**config.mk**
```make
export PLATFORM = sky130hd
export DESIGN_NAME = two_dim_parity_correct_unpack
export DESIGN_NICKNAME = d
export VERILOG_FILES = /design/src/sv/tdp_pkg.sv /design/src/sv/two_dim_parity_correct_unpack.sv /design/src/sv/tdp_unpack.sv
export VERILOG_INCLUDE_DIRS = /design/src /design/src/sv
export SDC_FILE = /design/constraint.sdc
export NUM_CORES = 1
export LEC_CHECK = 0
export BUFFER_PORTS_ARGS = -buffer_cell sky130_fd_sc_hd__buf_2
export CAP_MARGIN = 20
export CORE_ASPECT_RATIO = 1.2
export CORE_MARGIN = 5
export CORE_UTILIZATION = 30
export CTS_CLUSTER_DIAMETER = 100
export DETAILED_ROUTE_END_ITERATION = 10
export HOLD_SLACK_MARGIN = 0.15
export PLACE_DENSITY = 0.56
export SLEW_MARGIN = 20
export SYNTH_ARGS = -nofsm -noshare
export SYNTH_HDL_FRONTEND = slang
export SYNTH_SLANG_ARGS = --single-unit
```
**constraint.sdc**
```tcl
create_clock -name i_clk -period 7.1 [get_ports i_clk]
set_clock_uncertainty 0.15 [all_clocks]
set_input_delay 1.42 -clock i_clk [delete_from_list [all_inputs] [get_ports i_clk]]
set_output_delay 1.42 -clock i_clk [all_outputs]
set_load 0.01 [all_outputs]
```
**src/sv/two_dim_parity_correct_unpack_defines.svh**
```systemverilog
// Assertion macros used by the row memory and unpacker of the two-dimensional parity decoder.
`ifndef TWO_DIM_PARITY_CORRECT_UNPACK_DEFINES_SVH
`define TWO_DIM_PARITY_CORRECT_UNPACK_DEFINES_SVH

// Same-cycle implication, disabled while reset is asserted.
`define TDP_ASSERT_IMPL(lbl, clk, rst_n, ante, cons, msg) \
    lbl: assert property (@(posedge clk) disable iff (!(rst_n)) (ante) |-> (cons)) \
        else $error(msg);

// Next-cycle implication, disabled while reset is asserted.
`define TDP_ASSERT_NEXT(lbl, clk, rst_n, ante, cons, msg) \
    lbl: assert property (@(posedge clk) disable iff (!(rst_n)) (ante) |=> (cons)) \
        else $error(msg);

`endif

```
**src/sv/tdp_pkg.sv**
```systemverilog
// Shared constants and types for the two-dimensional parity decoder.
`default_nettype none

package tdp_pkg;

    // Data rows in one block; the row after them carries the column parity.
    localparam int unsigned ROWS = 7;
    localparam logic [2:0] CHECK_ROW = 3'd7;
    localparam logic [2:0] LAST_ROW = 3'd6;
    localparam logic [2:0] NEXT_TO_LAST_ROW = 3'd5;

    typedef logic [6:0] t_row_data;

    // Row write into the double-buffered row memory.
    typedef struct packed {
        logic       en;
        logic       bank;
        logic [2:0] row;
        t_row_data  data;
    } t_wr;

    // Per-block decode result handed to the unpacker.
    typedef struct packed {
        logic        err;
        logic        fix;
        logic        frame_end;
        logic [2:0]  fix_row;
        logic [2:0]  fix_col;
        logic [15:0] err_total;
        logic [15:0] fix_total;
    } t_job;

endpackage

`default_nettype wire

```
**src/sv/two_dim_parity_correct_unpack.sv**
```systemverilog
// Top level of the two-dimensional 8x8 parity decoder with correction and byte packing.
//
//  channel | direction | handshake                  | payload
//  --------+-----------+----------------------------+------------------------------------------
//  in      | input     | i_in_valid / o_in_ready    | i_rx_byte
//  out     | output    | o_out_valid / i_out_ready  | o_data_byte, o_block_error, o_block_fixed,
//          |           |                            | o_errors_total, o_fixed_total,
//          |           |                            | o_last_of_block, o_last_of_frame
//
// One received byte is taken per cycle. The check row of a block produces six or seven packed
// bytes, read out of the row memory one row per cycle, so one byte leaves per cycle at most.
// The row memory holds two banks, so a block is received while the previous one is unpacked; the
// input stalls only when the bank it needs is still being read, which is set by output stalls.
// Once the previous block is read out, the check row marks its bank busy, its rows are read and
// packed into the output register; with no bits left over, the first byte needs two rows.
// Reset is synchronous and active low; it clears all control state and the running totals.
`default_nettype none

module two_dim_parity_correct_unpack #(
    parameter int unsigned BLOCKS_PER_FRAME = 8,
    parameter int unsigned TOTAL_WIDTH = 16
) (
    input  wire logic        i_clk,
    input  wire logic        i_rst_n,
    input  wire logic        i_in_valid,
    output logic             o_in_ready,
    input  wire logic [7:0]  i_rx_byte,
    output logic             o_out_valid,
    input  wire logic        i_out_ready,
    output logic [7:0]       o_data_byte,
    output logic             o_block_error,
    output logic             o_block_fixed,
    output logic [15:0]      o_errors_total,
    output logic [15:0]      o_fixed_total,
    output logic             o_last_of_block,
    output logic             o_last_of_frame
);

    // Lowest set bit of a byte; zero when none is set.
    function automatic logic [2:0] low_index(input logic [7:0] v);
        logic [2:0] idx;
        idx = 3'd0;
        for (int i = 7; i >= 0; i--) begin
            if (v[i]) begin
                idx = 3'(i);
            end
        end
        return idx;
    endfunction

    logic                   r_wbank;
    logic [2:0]             r_row_count;
    logic [6:0]             r_mismatch;
    logic [7:0]             r_col_xor;
    logic [2:0]             r_block_count;
    logic [TOTAL_WIDTH-1:0] r_err_cnt;
    logic [TOTAL_WIDTH-1:0] r_fix_cnt;

    logic [TOTAL_WIDTH-1:0] n_err_cnt;
    logic [TOTAL_WIDTH-1:0] n_fix_cnt;
    logic [1:0]             busy;
    logic                   in_acc;
    logic                   is_check;
    logic [7:0]             diff;
    logic                   err;
    logic                   fix;
    logic                   frame_end;
    tdp_pkg::t_wr           wr;
    tdp_pkg::t_job          job;

    assign o_in_ready = !busy[r_wbank];
    assign in_acc     = i_in_valid && o_in_ready;
    assign is_check   = r_row_count == tdp_pkg::CHECK_ROW;

    // The check row closes the block: compare the column parity and decide on a correction.
    always_comb begin
        diff      = r_col_xor ^ i_rx_byte;
        err       = (r_mismatch != 7'd0) || (diff != 8'd0);
        fix       = ($countones(r_mismatch) == 1) && ($countones(diff) == 1);
        frame_end = r_block_count == 3'(BLOCKS_PER_FRAME - 1);
        n_err_cnt = (err && r_err_cnt != '1) ? r_err_cnt + TOTAL_WIDTH'(1) : r_err_cnt;
        n_fix_cnt = (fix && r_fix_cnt != '1) ? r_fix_cnt + TOTAL_WIDTH'(1) : r_fix_cnt;

        job.err       = err;
        job.fix       = fix;
        job.frame_end = frame_end;
        job.fix_row   = low_index({1'b0, r_mismatch});
        job.fix_col   = low_index(diff);
        job.err_total = 16'(32'(n_err_cnt));
        job.fix_total = 16'(32'(n_fix_cnt));

        wr.en   = in_acc && !is_check;
        wr.bank = r_wbank;
        wr.row  = r_row_count;
        wr.data = i_rx_byte[7:1];
    end

    always_ff @(posedge i_clk) begin
        if (!i_rst_n) begin
            r_wbank       <= 1'b0;
            r_row_count   <= 3'd0;
            r_mismatch    <= 7'd0;
            r_col_xor     <= 8'd0;
            r_block_count <= 3'd0;
            r_err_cnt     <= '0;
            r_fix_cnt     <= '0;
        end else if (in_acc) begin
            if (is_check) begin
                r_wbank       <= !r_wbank;
                r_row_count   <= 3'd0;
                r_mismatch    <= 7'd0;
                r_col_xor     <= 8'd0;
                r_block_count <= frame_end ? 3'd0 : r_block_count + 3'd1;
                r_err_cnt     <= n_err_cnt;
                r_fix_cnt     <= n_fix_cnt;
            end else begin
                r_row_count <= r_row_count + 3'd1;
                r_col_xor   <= r_col_xor ^ i_rx_byte;
                if (^i_rx_byte) begin
                    r_mismatch <= r_mismatch | (7'd1 << r_row_count);
                end
            end
        end
    end

    // Rows are stored per bank; the unpacker reads each finished block out in row order.
    tdp_unpack u_unpack (
        .i_clk           (i_clk),
        .i_rst_n         (i_rst_n),
        .i_wr            (wr),
        .i_push          (in_acc && is_check),
        .i_push_bank     (r_wbank),
        .i_push_job      (job),
        .o_busy          (busy),
        .o_out_valid     (o_out_valid),
        .i_out_ready     (i_out_ready),
        .o_data_byte     (o_data_byte),
        .o_block_error   (o_block_error),
        .o_block_fixed   (o_block_fixed),
        .o_errors_total  (o_errors_total),
        .o_fixed_total   (o_fixed_total),
        .o_last_of_block (o_last_of_block),
        .o_last_of_frame (o_last_of_frame)
    );

endmodule

`default_nettype wire

```
**src/sv/tdp_unpack.sv**
```systemverilog
// Row memory, single-bit correction on read-out and MSB-first byte packing.
`default_nettype none
`include "two_dim_parity_correct_unpack_defines.svh"

module tdp_unpack (
    input  wire logic          i_clk,
    input  wire logic          i_rst_n,
    input  wire tdp_pkg::t_wr  i_wr,
    input  wire logic          i_push,
    input  wire logic          i_push_bank,
    input  wire tdp_pkg::t_job i_push_job,
    output logic [1:0]         o_busy,
    output logic               o_out_valid,
    input  wire logic          i_out_ready,
    output logic [7:0]         o_data_byte,
    output logic               o_block_error,
    output logic               o_block_fixed,
    output logic [15:0]        o_errors_total,
    output logic [15:0]        o_fixed_total,
    output logic               o_last_of_block,
    output logic               o_last_of_frame
);

    tdp_pkg::t_row_data r_mem [2][tdp_pkg::ROWS];

    logic [1:0]         r_busy;
    tdp_pkg::t_job      r_job [2];
    logic               r_ubank;
    logic [2:0]         r_urow;

    logic               r_rd_valid;
    logic [2:0]         r_rd_row;
    tdp_pkg::t_job      r_rd_job;
    tdp_pkg::t_row_data r_rd_data;

    logic [6:0]         r_pack_bits;
    logic [2:0]         r_pack_fill;

    logic               r_out_valid;
    logic [7:0]         r_out_byte;
    logic               r_out_err;
    logic               r_out_fix;
    logic [15:0]        r_out_err_total;
    logic [15:0]        r_out_fix_total;
    logic               r_out_last_block;
    logic               r_out_last_frame;

    logic               out_free;
    logic               emit;
    logic               consume;
    logic               issue;
    logic               last;
    logic [2:0]         shift;
    logic [6:0]         mask;
    logic [13:0]        value;
    tdp_pkg::t_row_data row_fixed;
    logic [7:0]         n_byte;
    logic [6:0]         n_pack_bits;
    logic [2:0]         n_pack_fill;
    logic [1:0]         n_busy;

    always_ff @(posedge i_clk) begin
        if (i_wr.en) begin
            r_mem[i_wr.bank][i_wr.row] <= i_wr.data;
        end
        if (issue) begin
            r_rd_data <= r_mem[r_ubank][r_urow];
        end
    end

    // Apply the correction as the row leaves the memory, then pack it.
    always_comb begin
        row_fixed = r_rd_data;
        if (r_rd_job.fix && r_rd_row == r_rd_job.fix_row && r_rd_job.fix_col != 3'd0) begin
            row_fixed = r_rd_data ^ (7'd1 << (r_rd_job.fix_col - 3'd1));
        end
        value       = {r_pack_bits, row_fixed};
        emit        = r_pack_fill != 3'd0;
        shift       = r_pack_fill - 3'd1;
        mask        = ~(7'h7F << shift);
        n_byte      = 8'(value >> shift);
        n_pack_bits = emit ? (row_fixed & mask) : row_fixed;
        n_pack_fill = emit ? shift : 3'd7;
        last        = emit && (r_rd_row == tdp_pkg::LAST_ROW ||
                               (r_rd_row == tdp_pkg::NEXT_TO_LAST_ROW && r_pack_fill == 3'd1));
        out_free    = !r_out_valid || i_out_ready;
        consume     = r_rd_valid && (!emit || out_free);
        issue       = r_busy[r_ubank] && (!r_rd_valid || consume);

        // A handed-over block marks its bank busy; issuing its final row frees the bank.
        n_busy = r_busy;
        if (i_push) begin
            n_busy[i_push_bank] = 1'b1;
        end
        if (issue && r_urow == tdp_pkg::LAST_ROW) begin
            n_busy[r_ubank] = 1'b0;
        end
    end

    always_ff @(posedge i_clk) begin
        if (!i_rst_n) begin
            r_busy      <= 2'b00;
            r_ubank     <= 1'b0;
            r_urow      <= 3'd0;
            r_rd_valid  <= 1'b0;
            r_pack_bits <= 7'd0;
            r_pack_fill <= 3'd0;
            r_out_valid <= 1'b0;
        end else begin
            r_busy <= n_busy;
            if (issue) begin
                if (r_urow == tdp_pkg::LAST_ROW) begin
                    r_urow  <= 3'd0;
                    r_ubank <= !r_ubank;
                end else begin
                    r_urow <= r_urow + 3'd1;
                end
                r_rd_valid <= 1'b1;
            end else if (consume) begin
                r_rd_valid <= 1'b0;
            end
            if (consume) begin
                r_pack_bits <= n_pack_bits;
                r_pack_fill <= n_pack_fill;
            end
            if (consume && emit) begin
                r_out_valid <= 1'b1;
            end else if (i_out_ready) begin
                r_out_valid <= 1'b0;
            end
        end
    end

    always_ff @(posedge i_clk) begin
        if (i_push) begin
            r_job[i_push_bank] <= i_push_job;
        end
        if (issue) begin
            r_rd_row <= r_urow;
            r_rd_job <= r_job[r_ubank];
        end
        if (consume && emit) begin
            r_out_byte       <= n_byte;
            r_out_err        <= r_rd_job.err;
            r_out_fix        <= r_rd_job.fix;
            r_out_err_total  <= r_rd_job.err_total;
            r_out_fix_total  <= r_rd_job.fix_total;
            r_out_last_block <= last;
            r_out_last_frame <= last && r_rd_job.frame_end;
        end
    end

    assign o_busy          = r_busy;
    assign o_out_valid     = r_out_valid;
    assign o_data_byte     = r_out_byte;
    assign o_block_error   = r_out_err;
    assign o_block_fixed   = r_out_fix;
    assign o_errors_total  = r_out_err_total;
    assign o_fixed_total   = r_out_fix_total;
    assign o_last_of_block = r_out_last_block;
    assign o_last_of_frame = r_out_last_frame;

    `TDP_ASSERT_IMPL(a_write_free_bank, i_clk, i_rst_n, i_wr.en, !r_busy[i_wr.bank], "row write into a bank still being unpacked")
    `TDP_ASSERT_IMPL(a_push_free_bank, i_clk, i_rst_n, i_push, !r_busy[i_push_bank], "block handed over into a busy bank")
    `TDP_ASSERT_NEXT(a_out_held, i_clk, i_rst_n, r_out_valid && !i_out_ready, r_out_valid && $stable(r_out_byte), "output item changed while stalled")

endmodule

`default_nettype wire

```
==> flow_summary.yaml, run 1 <==
run_status:
  status: "complete, no violations"
sta:
  finalSetupViolCount: 0
  holdWs_ns: 0.2661
  finalCritPeriodShare: 0.7872
  period_needed_ns: 5.589
  hold_violations: 0
  rsz0062_at_grt: "no"
  relSlewSlack: 0.2665
  worst_pin_slew_ns: 1.092
  setup_slack_ns: 1.511
  fmax_ghz: 0.1789
  timing.setup.tns_ns: 0
  finalMaxSlewViolations: 0
logic_synthesis:
  synth_area_um2: 14900
  synth_seq_cells: 348
  synth_edf_count: 275
  synthFlopType: "edfxtp_1"
  syn_avg_cell_area_um2: 13.53
  yosysWarningCount: 0
  yosysSeqAreaShare: 0.6524
  netlist_instances: 1101
  async_flop_share: 0
  syn_nets: 1141
  ys_types: 69
cts:
  numCtsBuffers: 36
  cts_tree: "yes"
  cts_sinks: 348
  holdBufCountCts: 0
  htree_levels: 2
  clk_path_buf_depth: 3
  clock_latency_ns: 0.53
  postCtsSetupBuffers: 0
  root_buffer: "clkbuf_16"
  clk_pin_slew_ns: 0.06
  cts_resized: 0
setup_path:
  cp-start-kind: "input pin"
  worst-path-max-fanout: 18
  crit_arrival_ns: 5.79
  worstSetupStartpoint: "i_rx_byte[1]"
  critPathCapture: "u_unpack.r_job[1][13]"
  regToRegSetupSlack_ns: 2.26
  timing.rr.end: "u_unpack.r_job[1][13]"
  end_kind: "register"
  critPathKind: "in2reg"
  timing.rr.start: "r_col_xor[3]"
  cp.required_ns: 7.31
  ff2ff_path_depth: 16
detailed_routing:
  drt_iter0_drc: 582
  post_drt_wl_per_cell_um: 16.73
  via_per_inst: 4.741
  routed_wl_um: 30540
  drc: 0
  first_pass_iters: 5
  num_vias: 8653
  drtAntennaViolNets: 0
floorplanning:
  die_y_um: 254.1
  die_x_um: 213.4
  io_pins: 58
  dieArea_um2: 54230
  start_util: 0.3027
  core_area_um2: 49220
  row_count: 89
pwr:
  clockPowerShare: 0.451
  p_comb_frac: 0.038
  p_leak_nw: 5.475
  power.internal_mw: 3.420
  peakVddDrop_mv: 0.1249
  p_per_area_nw_per_um2: 251.5
  switching_share: 0.2063
  power_frac_seq: 0.511
  switchingPower_mw: 0.8891
global_route:
  grt_max_degree: 63
  antenna_found_initial: 0
  grt_overflow: 0
  globalRouteMet3Util: 0.02111
  first_global_vias: 8703
  grt_pass1_wl_um: 48890
  use_met1: 0.1398
  grtUsageTotal: 0.1121
  use_met2: 0.1968
  grt.busiest_layer: "met2"
min_path:
  hold_path_class: "reg2reg"
job:
  drv_cap: 0
layout:
  mostFrequentLayoutCells: "275 x edfxtp_1, 102 x nor2_1, 76 x nand2_1"
  utilization: 0.3481
  fillers: 4761
  seqCellArea_um2: 9724
  area.growth.synth_to_final_pct: 15.01
  n_antenna_cell: 0
  drive_gt1_frac: 0.1785
  fin_nets: 1201
  multi_input_area_um2: 4881
  layout_commonest_cell: "edfxtp_1"
placed_design:
  gp_congestion: 0.8163
  dp_hpwl_um: 19690
  preCtsSetupSlack_ns: 0.9237
  io_buffers: 57
## power groups by stage
stage,Combinational (mW),Clock (mW),Sequential [mW]
after floorplan,0.114,0,2.24
after global placement,0.160,0,2.25
after detailed placement,0.167,0,2.25
after CTS,0.168,2.01,2.20
after global routing,0.192,2.10,2.20
final,0.165,1.94,2.20
## layout make-up
| cell class | instances | share of cell area |
|---|---|---|
| clock inverters | 16 | 0.01263 |
| repair buffers | 69 | 0.02176 |
| clock buffers | 49 | 0.05791 |
| inverters | 39 | 0.008691 |
| multi-input cells | 667 | 0.2849 |
| flip-flops and latches | 348 | 0.5676 |
| well taps | 637 | 0.04652 |
## cells by family (layout without fill, tap and decap cells)
kind of cell | count (synthesis) | count (layout) | share of synthesized area
AO/OA/AOI/OAI | 147 | 147 | 0.06266
AND/OR/NAND/NOR | 321 | 321 | 0.1101
multiplexers | 93 | 93 | 0.07878
adder cells (fa/ha/maj) | 28 | 28 | 0.02755
XOR/XNOR | 78 | 78 | 0.04586
flip-flops | 348 | 348 | 0.6524
buffers and inverters | 86 | 173 | 0.02259
## sequential cells by signal, indices dropped and copies added (netlist names), 6 cells and up, named ones only
name                     flops
u_unpack.o_fixed_total      16
r_mismatch                   6
r_err_cnt                   16
u_unpack.r_rd_job           41
u_unpack.r_pack_bits         7
u_unpack.o_errors_total     16
u_unpack.o_data_byte         8
u_unpack.r_rd_data           7
u_unpack.r_job              82
r_fix_cnt                   16
u_unpack.r_mem              98
r_col_xor                    8
## metrics by stage
stage / cells / power [mW] / cell area, um^2
2_1_floorplan: 1101 / 2.357 / 14900
3_3_place_gp: 1759 / 2.405 / 15910
3_5_place_dp: 1760 / 2.413 / 15920
4_1_cts: 1825 / 4.385 / 17130
5_1_grt: 1825 / 4.493 / 17130
6_report: 1825 / 4.309 / 17130
## layer usage
layer / up-vias / wire (um)
met3: 57 / 1305
met4: 0 / 781
met2: 156 / 15550
met1: 4244 / 12900
li1: 4196 / -
met5: - / 0
## worst min-delay path by stage
stage	start	endpoint	slack, ns	cells past startpoint
2_1_floorplan	u_unpack.r_rd_job[40]	u_unpack.o_block_error	0.25	0
3_3_place_gp	u_unpack.r_rd_job[5]	u_unpack.o_fixed_total[5]	0.25	0
3_5_place_dp	u_unpack.r_rd_job[29]	u_unpack.o_errors_total[13]	0.25	0
4_1_cts	u_unpack.r_rd_job[26]	u_unpack.o_errors_total[10]	0.26	0
5_1_grt	u_unpack.r_rd_job[26]	u_unpack.o_errors_total[10]	0.27	0
6_report	u_unpack.r_rd_job[26]	u_unpack.o_errors_total[10]	0.27	0
## critical path, cell delays in order
cell and delay, ns:
buf_2 0.30, xnor2_1 0.23, inv_1 0.11, fa_1 0.49, fa_1 0.49, inv_1 0.05, fa_1 0.42, inv_1 0.06
ha_1 0.15, inv_1 0.06, fa_1 0.40, a211oi_1 0.19, mux2_2 0.18, nand4_1 0.08, buf_4 0.21, or2_1 0.44
nor3_1 0.28, xor2_1 0.22
## synthesized netlist by cell type, types with 30 or more instances
cell / instances / area [um^2]
dfxtp_1: 73 / 1461
inv_1: 35 / 131.4
nand2_1: 76 / 285.3
xor2_1: 33 / 289.0
mux2i_1: 34 / 340.3
clkbuf_1: 30 / 112.6
nor2_1: 104 / 390.4
xnor2_1: 45 / 394.1
o21ai_0: 30 / 150.1
nand3_1: 35 / 175.2
mux2_2: 44 / 495.5
edfxtp_1: 275 / 8258
a21oi_1: 57 / 285.3
Power figures use the tool's default switching activity.
==> inputs of run 2 (changes only) <==
- ABC_AREA: default -> 1
- PLACE_DENSITY: 0.56 -> 0.57
- clock period: 7.1 -> 4.58 ns (I/O delays scaled with it)
==> run 2 against run 1 <==
  * Design area rose by 2.3%
  * Sequential share of layout area decreased by 1.3 points
  * Synthesized cell count increased by 29%
  * Area after synthesis is 1.5% higher
  * Non-clock buffer count rose by 21
  * Critical path depth is 4 higher
  * Combinational power rose by 120%
  * Power is 58% higher
  * Hold slack got worse by 0.0013 ns
  * Clock-buffer cell count decreased by 3
  * Sequential power is 55% higher
  * Critical path type unchanged
==> flow_summary.yaml, run 2 <==
detailed_routing:
  first_pass_iters: 5
  num_vias: 10106
  drc: 0
  via_per_inst: 4.646
  post_drt_wl_per_cell_um: 15.90
  drt_iter0_drc: 627
  routed_wl_um: 34580
  drtAntennaViolNets: 0
placed_design:
  gp_congestion: 0.8418
  io_buffers: 57
  dp_hpwl_um: 22630
  preCtsSetupSlack_ns: -0.3466
global_route:
  grt_pass1_wl_um: 55700
  grt_max_degree: 55
  grtUsageTotal: 0.1257
  grt_overflow: 0
  antenna_found_initial: 0
  first_global_vias: 10040
setup_path:
  worst-path-max-fanout: 10
  end_kind: "register"
  ff2ff_path_depth: 21
  critPathKind: "in2reg"
  cp.required_ns: 4.86
  cp-start-kind: "input pin"
  crit_arrival_ns: 4.57
logic_synthesis:
  syn_avg_cell_area_um2: 10.68
  netlist_instances: 1416
  synth_seq_cells: 348
  yosys.area.top_type_share: 0.5459
  yosysWarningCount: 0
  syn_nets: 1456
  synthFlopType: "edfxtp_1"
  yosysSeqAreaShare: 0.6425
  async_flop_share: 0
  synth_edf_count: 275
  synthTopCellsByCount: "385 x nand2_1, 275 x edfxtp_1, 116 x inv_1"
  synthTopCellsByArea: "edfxtp_1 55%, dfxtp_1 9.7%, nand2_1 9.6%, inv_1 2.9%, nor2_1 2.8%"
  synth_most_common_cell: "nand2_1"
  synth_top_cell_by_area: "edfxtp_1"
  ys_types: 59
  synth_area_um2: 15130
cts:
  holdBufCountCts: 0
  clk_path_buf_depth: 3
  numCtsBuffers: 37
  cts_sinks: 348
  cts_resized: 0
  clk_pin_slew_ns: 0.06
  root_buffer: "clkbuf_16"
  htree_levels: 2
  postCtsSetupBuffers: 0
  cts_tree: "yes"
  clock_latency_ns: 0.55
floorplanning:
  row_count: 90
  io_pins: 58
  dieArea_um2: 55030
  start_util: 0.3019
  die_y_um: 256.0
  core_area_um2: 50110
  die_x_um: 215.0
layout:
  largest-register: "u_unpack.r_mem"
  reg_top3: "u_unpack.r_mem: 98 flops, u_unpack.r_job: 82 flops, u_unpack.r_rd_job: 41 flops"
  n_antenna_cell: 0
  seqCellArea_um2: 9719
  fillers: 4886
  layout_commonest_cell: "nand2_1"
  fin_nets: 1542
  largest_register_ffs: 98
  multi_input_area_um2: 4732
  mostFrequentLayoutCells: "385 x nand2_1, 275 x edfxtp_1, 115 x inv_1"
  utilization: 0.3496
  area.growth.synth_to_final_pct: 15.82
  drive_gt1_frac: 0.1346
sta:
  hold_violations: 0
  finalMaxSlewViolations: 0
  rsz0062_at_grt: "no"
  worst_pin_slew_ns: 0.9925
  finalSetupViolCount: 0
  setup_slack_ns: 0.2864
  relSlewSlack: 0.3359
  fmax_ghz: 0.2329
  finalCritPeriodShare: 0.9375
  period_needed_ns: 4.294
pwr:
  p_leak_nw: 6.629
  peakVddDrop_mv: 0.1982
  p_per_area_nw_per_um2: 388.0
min_path:
  hold_path_class: "reg2reg"
  whs_path_depth: 0
run_status:
  status: "complete, no violations"
job:
  drv_cap: 0
-- run 2: cell types whose count changed after synthesis, sizes merged, moves of 20 or more --
cell,before,now
nand2,76,394
inv,37,125
o21ai,33,99
nand3,35,83
mux2,44,0
mux2i,34,3
xnor2,45,14
a21oi,57,37
-- run 2: path summary, 6_finish.rpt --
check                  startpoint                   endpoint  slack [ns]
max reg2reg          r_col_xor[0]               r_fix_cnt[6]        0.42
min          u_unpack.r_rd_job[8]  u_unpack.o_fixed_total[8]        0.26
max                  i_rx_byte[0]               r_fix_cnt[6]        0.29
min reg2reg  u_unpack.r_rd_job[8]  u_unpack.o_fixed_total[8]        0.26
-- run 2: critical path, cell delays in order --
cell and delay (ns):
buf_2 0.12, xnor2_2 0.14, inv_1 0.09, fa_1 0.48, fa_1 0.50, inv_1 0.05, fa_1 0.43, inv_1 0.07
ha_1 0.16, inv_1 0.06, fa_1 0.37, buf_4 0.14, o211ai_1 0.18, nor3_2 0.06, buf_4 0.15, nand2_2 0.11
inv_4 0.07, buf_12 0.14, nand2_1 0.06, o21ai_1 0.10, nand2_1 0.07, o21ai_0 0.10
-- run 2: power by group --
part / switching (mW) / leakage [nW] / internal, mW / total [mW]
registers: 0.0145 / 3.09 / 3.41 / 3.42
logic: 0.218 / 2.93 / 0.139 / 0.357
clock network: 1.26 / 0.600 / 1.76 / 3.02
-- run 2: cells by family (layout without fill, tap and decap cells) --
kind of cell             Yosys count  count (layout)  synth area share
multiplexers                       3               3          0.001985
XOR/XNOR                          33              33           0.02159
buffers and inverters            171             286           0.04748
AND/OR/NAND/NOR                  647             647            0.1860
flip-flops                       348             348            0.6425
AO/OA/AOI/OAI                    186             186           0.07328
adder cells (fa/ha/maj)           28              28           0.02713
-- run 2: stage by stage --
stage / area [um^2] / TNS (ns) / total power, mW / hold slack [ns] / std cells
after global placement: 16290 / -9.269 / 3.837 / 0.2513 / 2107
final: 17520 / 0 / 6.799 / 0.2647 / 2175
after detailed placement: 16290 / -14.25 / 3.849 / 0.2545 / 2107
after global routing: 17520 / 0 / 7.064 / 0.2756 / 2175
after floorplan: 15130 / 0 / 3.703 / 0.2503 / 1416
after CTS: 17500 / 0 / 6.904 / 0.2639 / 2175
-- run 2: area by class of cell --
type / instances / area share
timing repair buffer: 90 / 0.03185
clock inverter: 22 / 0.01414
clock buffer: 46 / 0.05535
tap: 644 / 0.04599
sequential: 348 / 0.5547
inverter: 128 / 0.02785
multi-input combinational: 897 / 0.2701
-- run 2: per-layer routing --
metal	up-vias	share of wire	global-route usage
li1	5010	-	-
met1	4832	0.42	0.1509
met2	206	0.51	0.2270
met3	58	0.041	0.01786
met4	0	0.030	0.04980
met5	-	0	0
==> inputs of run 3 (changes only) <==
- CORE_ASPECT_RATIO: 1.2 -> 0.6
==> run 3 against run 2 <==
  * Combinational power is essentially flat
  * Non-clock buffer count grew 3
  * Register-to-register slack lost 0.05 ns
  * Setup slack lost 0.063 ns
  * Power shrank 1.3%
  * Clock power shrank 3%
  * Global-route usage shrank 0.070 points
  * Wire length grew 1.1%
  * Sequential power is essentially flat
==> flow_summary.yaml, run 3 (same netlist as run 2, synthesis figures left out) <==
floorplanning:
  die_y_um: 183.9
  start_util: 0.3046
  core_area_um2: 49660
  row_count: 63
  dieArea_um2: 55160
  die_x_um: 299.9
  io_pins: 58
setup_path:
  timing.rr.start: "r_col_xor[1]"
  cp.required_ns: 4.70
  crit_arrival_ns: 4.48
  worst-path-max-fanout: 11
  worstSetupStartpoint: "i_rx_byte[1]"
  crit_slowest_cell: "fa_1"
  end_kind: "register"
  timing.rr.end: "u_unpack.r_job[0][13]"
  cp-start-kind: "input pin"
  crit_top_cell: "fa_1"
  critPathKind: "in2reg"
  ff2ff_path_depth: 18
  regToRegSetupSlack_ns: 0.37
  slowest_delay_ns: 0.49
  path_cells: "buf_2 > xor2_1 > fa_1 > fa_1 > inv_1 > fa_1 > inv_1 > ha_1 > inv_1 > fa_1 > buf_4 > o211ai_1 > nor3_2 > buf_4 > nand2_2 > inv_6 > buf_4 > o21ai_0 > nand2_1"
detailed_routing:
  via_per_inst: 4.697
  first_pass_iters: 6
  drt_iter0_drc: 836
  drc: 0
  num_vias: 10263
  routed_wl_um: 34970
  drtAntennaViolNets: 0
  post_drt_wl_per_cell_um: 16.01
global_route:
  grt_max_degree: 51
  antenna_found_initial: 0
  grtUsageTotal: 0.1250
  grt_overflow: 0
  grt_pass1_wl_um: 54780
  first_global_vias: 9783
sta:
  worst_pin_slew_ns: 1.042
  setup_slack_ns: 0.2237
  fmax_ghz: 0.2296
  finalSetupViolCount: 0
  finalCritPeriodShare: 0.9512
  rsz0062_at_grt: "no"
  timing.setup.tns_ns: 0
  hold_violations: 0
  finalMaxSlewViolations: 0
  period_needed_ns: 4.356
  relSlewSlack: 0.3056
cts:
  clk_path_buf_depth: 3
  cts_sinks: 348
  clock_latency_ns: 0.55
  holdBufCountCts: 0
  clk_pin_slew_ns: 0.06
  htree_levels: 2
  numCtsBuffers: 37
  cts_tree: "yes"
  root_buffer: "clkbuf_16"
layout:
  layout_commonest_cell: "nand2_1"
  reg_top3: "u_unpack.r_mem: 98 flops, u_unpack.r_job: 82 flops, u_unpack.r_rd_job: 41 flops"
  fillers: 4901
  fin_nets: 1545
  largest_register_ffs: 98
  drive_gt1_frac: 0.1343
  mostFrequentLayoutCells: "385 x nand2_1, 275 x edfxtp_1, 115 x inv_1"
  final_cells: 2185
  utilization: 0.3532
  largest-register: "u_unpack.r_mem"
  area.growth.synth_to_final_pct: 15.95
pwr:
  power.internal_mw: 5.237
  switchingPower_mw: 1.471
  p_comb_frac: 0.053
  p_per_area_nw_per_um2: 382.5
  total_power_mw: 6.709
  power_frac_seq: 0.510
  peakVddDrop_mv: 0.2503
  switching_share: 0.2193
  clockPowerShare: 0.437
  p_leak_nw: 6.633
placed_design:
  dp_hpwl_um: 24060
  io_buffers: 57
  placedCellCount: 2115
  preCtsSetupSlack_ns: -0.3388
  gp_congestion: 0.8591
run_status:
  status: "complete, no violations"
min_path:
  min_to: "u_unpack.o_fixed_total[13]"
  whs_path_depth: 0
  hold_path_class: "reg2reg"
  min-delay-start: "u_unpack.r_rd_job[13]"
job:
  drv_cap: 0
==> run 3: changes by cell type in the layout (fill, tap and decap cells not counted), sizes merged <==
cell      delta
bufinv       -2
diode        +1
buf          +3
clkbuf       +6
clkinv       -1
clkinvlp     -1
inv          -2
==> run 3: area by class of cell <==
type	count	area [um^2]	area share
Clock inverter	16	165.2	0.009416
Clock buffer	52	1025	0.05842
Timing Repair Buffer	93	565.5	0.03224
Inverter	128	489.2	0.02789
Antenna cell	1	2.502	0.0001427
Tap cell	650	813.3	0.04637
Multi-Input combinational cell	897	4760	0.2714
Sequential cell	348	9719	0.5541
==> run 3: worst max-delay path by stage <==
stage	endpoint	slack, ns	cells after the start
after floorplan	u_unpack.r_job[0][2]	0.02	17
after global placement	r_fix_cnt[14]	-0.27	21
after detailed placement	u_unpack.r_job[1][13]	-0.34	20
after CTS	u_unpack.r_job[0][13]	0.23	20
after global routing	r_fix_cnt[14]	0.004	21
final	u_unpack.r_job[0][13]	0.22	19
==> run 3: power by group through the flow <==
stage | sequential, mW | clock [mW] | combinational [mW]
global route | 3.42 | 3.14 | 0.400
detailed placement | 3.49 | 0 | 0.350
floorplan | 3.49 | 0 | 0.217
CTS | 3.42 | 3.01 | 0.353
global placement | 3.49 | 0 | 0.341
finish | 3.42 | 2.93 | 0.355
==> run 3: critical path: cells and delay by family <==
family / cells / cell delay (ns)
buffers and inverters: 8 / 0.81
XOR/XNOR: 1 / 0.25
adder cells (fa/ha/maj): 5 / 1.93
AO/OA/AOI/OAI: 2 / 0.27
AND/OR/NAND/NOR: 3 / 0.30
==> run 3: what timing repair did <==
item / CTS / global route
resized for setup: 0 / 5
setup endpoints to repair: 0 / 9
setup buffers: 0 / 0
==> run 3: per-layer routing <==
| metal | up-vias | track usage | share of wire |
|---|---|---|---|
| met5 | - | 0 | 0 |
| met4 | 0 | 0.03175 | 0.018 |
| met3 | 51 | 0.02821 | 0.068 |
| met2 | 283 | 0.1786 | 0.40 |
| met1 | 4902 | 0.1911 | 0.51 |
| li1 | 5027 | - | - |
==> run 3: stage by stage <==
step / area [um^2] / hold WS (ns)
after floorplan: 15130 / 0.2503
after global placement: 16300 / 0.2567
after detailed placement: 16300 / 0.2545
after CTS: 17490 / 0.2688
after global routing: 17540 / 0.2758
final: 17540 / 0.2678
